[config.mk]
export PLATFORM = sky130hd
export DESIGN_NAME = r_permutation_enumerator
export DESIGN_NICKNAME = d
export VERILOG_FILES = /design/src/rpe_pkg.sv /design/src/r_permutation_enumerator.sv
export SDC_FILE = /design/constraint.sdc
export NUM_CORES = 2
export LEC_CHECK = 0
export BUFFER_PORTS_ARGS = -buffer_cell sky130_fd_sc_hd__buf_2
export CAP_MARGIN = 20
export CORE_MARGIN = 2
export CORE_UTILIZATION = 35
export DETAILED_ROUTE_END_ITERATION = 16
export GPL_TIMING_DRIVEN = 1
export HOLD_SLACK_MARGIN = 0.05
export PLACE_DENSITY = 0.61
export SYNTH_ARGS = -nofsm -noshare
export SYNTH_HDL_FRONTEND = slang
export SYNTH_SLANG_ARGS = --single-unit
[constraint.sdc]
create_clock -name clk -period 8.2 [get_ports clk]
set_input_delay 0.82 -clock clk [delete_from_list [all_inputs] [get_ports clk]]
set_output_delay 0.82 -clock clk [all_outputs]
set_load 0.02 [all_outputs]
[src/rpe_pkg.sv]
// Package for the r-permutation enumerator: item structs, action codes,
// register map and fixed widths. No dependencies.
`default_nettype none

package rpe_pkg;

	localparam int MAX_ITEMS_DEF = 8;
	localparam int LEVELS        = 8;
	localparam int LVL_W         = 3;
	localparam int VAL_W         = 32;
	localparam int CNT_W         = 4;
	localparam int ADDR_W        = 3;
	localparam int DATA_W        = 32;

	localparam logic [1:0] ACT_CLEAR  = 2'd0;
	localparam logic [1:0] ACT_APPEND = 2'd1;
	localparam logic [1:0] ACT_NEXT   = 2'd2;

	// register index = paddr[ADDR_W-1:2]
	localparam logic [ADDR_W-3:0] REG_CHOOSE = '0;

	typedef struct packed {
		logic [1:0]              action;
		logic signed [VAL_W-1:0] item_value;
	} in_item_t;

	typedef struct packed {
		logic signed [VAL_W-1:0] elem_value;
		logic [LVL_W-1:0]        elem_position;
		logic                    last_elem;
		logic                    exhausted;
	} out_item_t;

endpackage

`default_nettype wire

[src/r_permutation_enumerator.sv]
// Top level of the r-permutation enumerator: sequencer, level list memory,
// cursor/length registers and APB register port. Uses rpe_pkg.
`default_nettype none

// Loads up to MAX_ITEMS values (action 1), clears them (action 0), and on each
// request (action 2) emits the next ordered choice of choose_count of them as
// that many element items, the final one marked last; past the end a request
// gives one exhausted item. All level lists live in one synchronous RAM with a
// single read and a single write port; each item of work is a walk over it.
// Clear and append are taken while idle. A request builds every level below the
// one whose cursor moved: per level it fetches the chosen value, searches for its
// first slot j, copies the rotated list and drains the write; advancing tries
// the levels from the deepest up; each element then takes a RAM read and an
// output load, and the receiver can hold it off.
// The RAM needs no clearing after reset.
module r_permutation_enumerator #(
	parameter int MAX_ITEMS = rpe_pkg::MAX_ITEMS_DEF
) (
	input  wire logic                         clk,
	input  wire logic                         arst_n,
	input  wire logic                         in_valid,
	output logic                              in_ready,
	input  wire rpe_pkg::in_item_t            in_data,
	output logic                              out_valid,
	input  wire logic                         out_ready,
	output rpe_pkg::out_item_t                out_data,
	input  wire logic                         psel,
	input  wire logic                         penable,
	input  wire logic                         pwrite,
	input  wire logic [rpe_pkg::ADDR_W-1:0]   paddr,
	input  wire logic [rpe_pkg::DATA_W-1:0]   pwdata,
	output logic [rpe_pkg::DATA_W-1:0]        prdata,
	output logic                              pready
);
	import rpe_pkg::*;

	localparam int IW   = $clog2(MAX_ITEMS);
	localparam int LW   = $clog2(MAX_ITEMS + 1);
	localparam int SW   = LW + 1;
	localparam int AW   = LVL_W + IW;
	localparam int CMPW = (LW > CNT_W) ? LW : CNT_W;

	localparam logic [3:0] ST_IDLE  = 4'd0;
	localparam logic [3:0] ST_ADV   = 4'd1;
	localparam logic [3:0] ST_VAL   = 4'd2;
	localparam logic [3:0] ST_WAITV = 4'd3;
	localparam logic [3:0] ST_SRCH  = 4'd4;
	localparam logic [3:0] ST_COPY  = 4'd5;
	localparam logic [3:0] ST_END   = 4'd6;
	localparam logic [3:0] ST_RD    = 4'd7;
	localparam logic [3:0] ST_WR    = 4'd8;
	localparam logic [3:0] ST_EXH   = 4'd9;

	localparam logic [1:0] RK_NONE  = 2'd0;
	localparam logic [1:0] RK_SRCH  = 2'd1;
	localparam logic [1:0] RK_COPY  = 2'd2;
	localparam logic [1:0] RK_PLAIN = 2'd3;

	logic [3:0]       state_q;
	logic [LVL_W-1:0] k_q, d_q, pos_q, lvl_sel;
	logic [LW-1:0]    idx_q;
	logic [IW-1:0]    o_q, j_q;
	logic [VAL_W-1:0] v_q;
	logic [CNT_W-1:0] choose_q;
	logic             started_q, finished_q;
	logic [LW-1:0]    lens_q [LEVELS];
	logic [LW-1:0]    curs_q [LEVELS];
	logic [LW-1:0]    sel_len, sel_cur, cur_inc;

	logic [VAL_W-1:0] mem [2**AW];
	logic             mem_re, mem_we;
	logic [AW-1:0]    mem_raddr, mem_waddr;
	logic [VAL_W-1:0] mem_wdata, rd_data_q;
	logic [1:0]       rd_kind_d, rd_kind_s1;
	logic [LW-1:0]    rd_tag_s1;
	logic [AW-1:0]    copy_waddr_d, copy_waddr_s1;

	logic [SW-1:0]    src_sum;
	logic [IW-1:0]    src_idx;
	logic             out_valid_q, slot_free, out_load, in_acc, cfg_we, run_bad;
	out_item_t        out_q;

	assign in_ready  = (state_q == ST_IDLE);
	assign in_acc    = in_valid && in_ready;
	assign out_valid = out_valid_q;
	assign out_data  = out_q;
	assign slot_free = !out_valid_q || out_ready;
	assign out_load  = slot_free && (state_q == ST_WR || state_q == ST_EXH);
	assign pready    = 1'b1;
	assign cfg_we    = psel && penable && pwrite && (paddr[ADDR_W-1:2] == REG_CHOOSE);
	assign prdata    = (paddr[ADDR_W-1:2] == REG_CHOOSE) ?
		{{(DATA_W-CNT_W){1'b0}}, choose_q} : '0;

	assign run_bad = (choose_q == '0) || (choose_q > CNT_W'(LEVELS)) ||
		(CMPW'(choose_q) > CMPW'(lens_q[0]));

	always_comb begin
		case (state_q)
			ST_ADV:        lvl_sel = d_q;
			ST_RD, ST_WR:  lvl_sel = pos_q;
			default:       lvl_sel = k_q;
		endcase
	end

	assign sel_len = lens_q[lvl_sel];
	assign sel_cur = curs_q[lvl_sel];
	assign cur_inc = sel_cur + LW'(1);

	// rotated copy: entries after j, then entries before j
	assign src_sum = SW'(j_q) + SW'(o_q) + SW'(1);
	assign src_idx = (src_sum >= SW'(sel_len)) ? IW'(src_sum - SW'(sel_len)) : IW'(src_sum);

	always_comb begin
		mem_re       = 1'b0;
		mem_raddr    = '0;
		rd_kind_d    = RK_NONE;
		copy_waddr_d = '0;
		case (state_q)
			ST_VAL: begin
				mem_re    = 1'b1;
				mem_raddr = {k_q, sel_cur[IW-1:0]};
				rd_kind_d = RK_PLAIN;
			end
			ST_SRCH: begin
				if (idx_q < sel_len) begin
					mem_re    = 1'b1;
					mem_raddr = {k_q, idx_q[IW-1:0]};
					rd_kind_d = RK_SRCH;
				end
			end
			ST_COPY: begin
				mem_re       = 1'b1;
				mem_raddr    = {k_q, src_idx};
				rd_kind_d    = RK_COPY;
				copy_waddr_d = {k_q + LVL_W'(1), o_q};
			end
			ST_RD: begin
				mem_re    = 1'b1;
				mem_raddr = {pos_q, sel_cur[IW-1:0]};
				rd_kind_d = RK_PLAIN;
			end
			default: ;
		endcase
	end

	// single write port: appends while idle, list copies while building
	always_comb begin
		mem_we    = 1'b0;
		mem_waddr = copy_waddr_s1;
		mem_wdata = rd_data_q;
		if (rd_kind_s1 == RK_COPY) begin
			mem_we = 1'b1;
		end else if (in_acc && in_data.action == ACT_APPEND &&
				lens_q[0] < LW'(MAX_ITEMS)) begin
			mem_we    = 1'b1;
			mem_waddr = {LVL_W'(0), lens_q[0][IW-1:0]};
			mem_wdata = in_data.item_value;
		end
	end

	always_ff @(posedge clk) begin
		if (mem_we) begin
			mem[mem_waddr] <= mem_wdata;
		end
		if (mem_re) begin
			rd_data_q <= mem[mem_raddr];
		end
	end

	always_ff @(posedge clk or negedge arst_n) begin
		if (!arst_n) begin
			rd_kind_s1 <= RK_NONE;
		end else begin
			rd_kind_s1 <= rd_kind_d;
		end
	end

	always_ff @(posedge clk) begin
		rd_tag_s1     <= idx_q;
		copy_waddr_s1 <= copy_waddr_d;
		if (state_q == ST_WAITV) begin
			v_q <= rd_data_q;
		end
		if (out_load) begin
			if (state_q == ST_EXH) begin
				out_q.elem_value    <= '0;
				out_q.elem_position <= '0;
				out_q.last_elem     <= 1'b1;
				out_q.exhausted     <= 1'b1;
			end else begin
				out_q.elem_value    <= $signed(rd_data_q);
				out_q.elem_position <= pos_q;
				out_q.last_elem     <= (CNT_W'(pos_q) + CNT_W'(1) == choose_q);
				out_q.exhausted     <= 1'b0;
			end
		end
	end

	always_ff @(posedge clk or negedge arst_n) begin
		if (!arst_n) begin
			state_q     <= ST_IDLE;
			k_q         <= '0;
			d_q         <= '0;
			pos_q       <= '0;
			idx_q       <= '0;
			o_q         <= '0;
			j_q         <= '0;
			choose_q    <= CNT_W'(1);
			started_q   <= 1'b0;
			finished_q  <= 1'b0;
			out_valid_q <= 1'b0;
			lens_q      <= '{default: '0};
			curs_q      <= '{default: '0};
		end else begin
			if (out_load) begin
				out_valid_q <= 1'b1;
			end else if (out_ready) begin
				out_valid_q <= 1'b0;
			end
			case (state_q)
				ST_IDLE: begin
					if (in_valid) begin
						case (in_data.action)
							ACT_CLEAR: begin
								lens_q[0]  <= '0;
								curs_q[0]  <= '0;
								started_q  <= 1'b0;
								finished_q <= 1'b0;
							end
							ACT_APPEND: begin
								if (lens_q[0] < LW'(MAX_ITEMS)) begin
									lens_q[0] <= lens_q[0] + LW'(1);
								end
								started_q  <= 1'b0;
								finished_q <= 1'b0;
							end
							ACT_NEXT: begin
								if (finished_q) begin
									state_q <= ST_EXH;
								end else if (!started_q) begin
									if (run_bad) begin
										state_q <= ST_EXH;
									end else begin
										started_q <= 1'b1;
										curs_q[0] <= '0;
										k_q       <= '0;
										pos_q     <= '0;
										state_q   <= (choose_q > CNT_W'(1)) ? ST_VAL : ST_RD;
									end
								end else begin
									d_q     <= LVL_W'(choose_q - CNT_W'(1));
									state_q <= ST_ADV;
								end
							end
							default: ;
						endcase
					end
				end
				ST_ADV: begin
					// step the deepest level that still has a candidate
					curs_q[d_q] <= cur_inc;
					if (cur_inc < sel_len) begin
						k_q     <= d_q;
						pos_q   <= '0;
						state_q <= (CNT_W'(d_q) + CNT_W'(1) < choose_q) ? ST_VAL : ST_RD;
					end else if (d_q == '0) begin
						state_q <= ST_EXH;
					end else begin
						d_q <= d_q - LVL_W'(1);
					end
				end
				ST_VAL: begin
					state_q <= ST_WAITV;
				end
				ST_WAITV: begin
					idx_q   <= '0;
					state_q <= ST_SRCH;
				end
				ST_SRCH: begin
					if (idx_q < sel_len) begin
						idx_q <= idx_q + LW'(1);
					end
					if (rd_kind_s1 == RK_SRCH && rd_data_q == v_q) begin
						j_q     <= rd_tag_s1[IW-1:0];
						o_q     <= '0;
						state_q <= ST_COPY;
					end
				end
				ST_COPY: begin
					if (LW'(o_q) + LW'(2) >= sel_len) begin
						lens_q[k_q + LVL_W'(1)] <= sel_len - LW'(1);
						curs_q[k_q + LVL_W'(1)] <= '0;
						state_q                 <= ST_END;
					end else begin
						o_q <= o_q + IW'(1);
					end
				end
				ST_END: begin
					// last copy write lands this cycle
					k_q     <= k_q + LVL_W'(1);
					pos_q   <= '0;
					state_q <= (CNT_W'(k_q) + CNT_W'(2) < choose_q) ? ST_VAL : ST_RD;
				end
				ST_RD: begin
					state_q <= ST_WR;
				end
				ST_WR: begin
					if (slot_free) begin
						if (CNT_W'(pos_q) + CNT_W'(1) >= choose_q) begin
							state_q <= ST_IDLE;
						end else begin
							pos_q   <= pos_q + LVL_W'(1);
							state_q <= ST_RD;
						end
					end
				end
				ST_EXH: begin
					if (slot_free) begin
						finished_q <= 1'b1;
						state_q    <= ST_IDLE;
					end
				end
				default: begin
					state_q <= ST_IDLE;
				end
			endcase
			if (cfg_we) begin
				choose_q   <= pwdata[CNT_W-1:0];
				started_q  <= 1'b0;
				finished_q <= 1'b0;
			end
		end
	end

	a_exh_form: assert property (@(posedge clk) disable iff (!arst_n)
		(out_valid && out_data.exhausted) |->
		(out_data.last_elem && out_data.elem_value == '0 && out_data.elem_position == '0))
		else $error("exhausted item with nonzero fields");

	a_srch_bound: assert property (@(posedge clk) disable iff (!arst_n)
		(state_q == ST_SRCH) |-> (idx_q <= sel_len))
		else $error("search index ran past list length");

	a_wr_after_rd: assert property (@(posedge clk) disable iff (!arst_n)
		(state_q == ST_WR) |-> ($past(state_q) == ST_RD || $past(state_q) == ST_WR))
		else $error("element output without RAM read");

	a_copy_busy: assert property (@(posedge clk) disable iff (!arst_n)
		(rd_kind_s1 == RK_COPY) |-> (state_q == ST_COPY || state_q == ST_END))
		else $error("list copy write outside build");

endmodule

`default_nettype wire
==> reports/metrics.cfg <==
[cts]
cts_setup_buffers = 0
clk_path_buf_depth = 3
cts_buffers = 224
cts_hold_buf = 1
path_clk_slew_ns = 0.06
worstSkewPairLatency_ns = 0.88
cts_tree = built
clock_sinks = 2254
post_cts_resized = 0
htree_levels = 4
cts_root_buf = clkbuf_16

[worst_setup_path]
cp_max_fo = 75
startpoint_type = flop
cp-end-kind = flop
worstPathCellList = buf_4 > and4b_1 > nand2_1 > and3_1 > a2111oi_0 > a31o_2 > nor2_1 > ha_1 > nand2b_1 > a21oi_1 > o21ai_0 > mux2i_1 > o22ai_1 > nor2_4 > buf_12 > buf_12 > nand2_1 > nand3_1 > a21oi_1 > nor4_1 > and4_1
max_stage_delay_ns = 0.67
arrival_ns = 8.08
cp.required_ns = 8.90
timing_worst_setup_path_type = reg2reg
slowest_stage = nor4_1
cp.buffers_inverters = 3
reg2reg_depth = 21
critical-path-top-delay-family = simple AND/OR/NAND/NOR gates
crit_cells = 21

[flow_run]
max_cap_violations = 0

[sta]
slew_headroom_pct = 28.4
setup-violations-final = 0
period_needed_ns = 7.39
whs_ns = 0.199
max_freq_ghz = 0.135
finalMaxSlewViolations = 0
hold_viol = 0
worstMarginPinSlew_ns = 1.07
fin_setup_tns_ns = 0
rsz0062_at_grt = no
finalCritPeriodShare_pct = 90.1
clock_skew_ns = 0.0446

[final_layout]
final_util_pct = 40.3
fin_area_um2 = 104000
final_nets = 7075
nFillCells = 23600
drive_gt1_share_pct = 12.7
syn2layout_area_growth_pct = 14.5

[pwr]
powerDensity_nw_per_um2 = 380
vdd_drop_max_mv = 0.408
leakage_nw = 35.4

[placed_design]
gp_congestion = 0.843
placed_area_um2 = 97100
io_buffers = 88
place_hpwl_um = 145000

[drt]
first_pass_iters = 6
vias = 57400
avgViaCountPerCell = 5.44
drtAntennaViolNets = 0
wl_per_cell_um = 23.9
drt_iter0_markers = 6666
drcViolationCount = 0
drt_wl_total_um = 252000

[floorplan]
start_util_pct = 35.2
die_w_um = 515
rows = 187
die_height_um = 515
io_pins = 148
dieArea_um2 = 265000
core_area_um2 = 259000

[synth]
synthesis.area_um2 = 91200
async_reset_ff_share_pct = 4.26
syn_avg_cell_area_um2 = 13.5
ys_warn_count = 0
seq_area_frac_synth_pct = 73.6
synth_ff_type = edfxtp_1
ys_types = 83
ys_seq_elements = 2254
syn_inst = 6777
synth_edf_count = 2149

[outcome]
status = finished, final reports clean

[global_route]
grt_pass1_wl_um = 371000
grt.total_usage_pct = 18.6
antenna_found_initial = 23
grt_overflow = 0
grt_max_degree = 107
first_global_vias = 55400

[hold_path]
hold_path_class = in2reg
hold_depth = 3

-- placed cells by master (no fill, tap or decap), types with 87 or more instances in the layout --
| master | n |
|---|---|
| and3_1 | 88 |
| buf_4 | 213 |
| a31oi_1 | 110 |
| buf_2 | 87 |
| dfrtp_1 | 95 |
| edfxtp_1 | 2149 |
| nand2_1 | 1817 |
| mux4_2 | 94 |
| nand3_1 | 645 |
| clkbuf_16 | 225 |
| a21oi_1 | 365 |
| o21ai_0 | 150 |
-- cell families after synthesis --
kind of cell	share of synthesized area, %
AO/OA/AOI/OAI	5.72
XOR/XNOR	0.451
adder cells (fa/ha/maj)	0.634
buffers and inverters	2.35
flip-flops	73.6
multiplexers	3.57
other	0.00823
AND/OR/NAND/NOR	13.7
-- final timing paths --
kind	startpoint	end	slack, ns
min in group asynchronous	arst_n	curs_q[25]	0.51
worst max-delay path	state_q[3]	rd_data_q[1]	0.81
worst max register to register	state_q[3]	rd_data_q[1]	0.81
worst min-delay path	pwdata[3]	choose_q[3]	0.20
worst min register to register	rd_tag_s1[1]	j_q[1]	0.46
max in group asynchronous	arst_n	curs_q[16]	6.52
-- cell usage after synthesis (all sizes together), types with 5 or more instances --
cell type,number,share of area [%]
a21oi,367,2.0
and2,5,0.034
dfrtp,95,2.6
a221oi,5,0.055
a311oi,49,0.47
nor4,27,0.19
inv,38,0.16
a32o,5,0.055
a31o,7,0.067
and3,89,0.61
nand3,645,3.5
a32oi,22,0.21
nand2,1817,7.5
o22ai,20,0.14
nor3,18,0.099
xor2,9,0.086
mux4,94,2.3
edfxtp,2149,71
nor2b,47,0.32
a211oi,15,0.13
ha,43,0.59
a21o,14,0.12
clkbuf,215,0.88
nor2,145,0.60
and4,22,0.21
o31ai,7,0.069
o21ai,152,0.83
nand4,26,0.18
xnor2,38,0.36
nand3b,8,0.066
or2,8,0.055
nor3b,5,0.041
a31oi,111,0.76
mux2i,51,0.57
dfxtp,9,0.20
o211ai,27,0.22
buf,221,1.3
nand2b,13,0.089
a22o,17,0.16
mux2,55,0.68
-- worst reg2reg max path, delay by kind of cell (launching register included) --
family	cells	cell delay, ns
compound gates	6	1.85
fa+ha+maj	1	0.29
buf+inv	3	0.90
flops	1	0.57
mux	1	0.34
simple gates	10	3.27
-- power by group --
group	internal (mW)	total (mW)	switching, mW
logic	4.41	14.3	9.93
registers	14.9	15.4	0.507
clock network	5.57	9.91	4.33
-- state kept, by name, indices dropped and copies added, names as in the netlist --
signal	cells
idx_q	4
o_q	3
d_q	3
out_data	37
started_q	1
copy_waddr_s1	6
curs_q	32
rd_data_q	32
rd_tag_s1	3
state_q	4
pos_q	3
choose_q	4
v_q	32
mem	2048
lens_q	32
k_q	3
finished_q	1
out_valid	1
j_q	3
rd_kind_s1	2
-- area by class of cell --
type,count,area (µm²),share of cell area (%)
Sequential cell,2254,67100,64.3
Multi-Input combinational cell,4075,22600,21.7
Clock buffer,287,5890,5.64
Tap cell,3402,4260,4.08
Timing Repair Buffer,360,3230,3.09
Clock inverter,126,1160,1.11
Inverter,39,146,0.140
Antenna cell,2,5.00,0.00479
-- through the flow --
stage	power [mW]	setup slack (ns)	instances
finish	39.7	0.812	10500
global route	41.6	0.432	10500
CTS	39.6	1.04	10500
detailed placement	29.8	1.08	10100
global placement	29.5	1.13	10100
floorplan	24.3	2.56	6804
-- layer usage --
layer / wire length, µm / vias up / GRT usage (%)
li1: - / 25400 / -
met1: 104000 / 29000 / 25.6
met2: 120000 / 2621 / 30.6
met3: 22500 / 434 / 3.17
met4: 6020 / 0 / 4.92
met5: 0 / - / 0
Power figures use the tool's default switching activity.
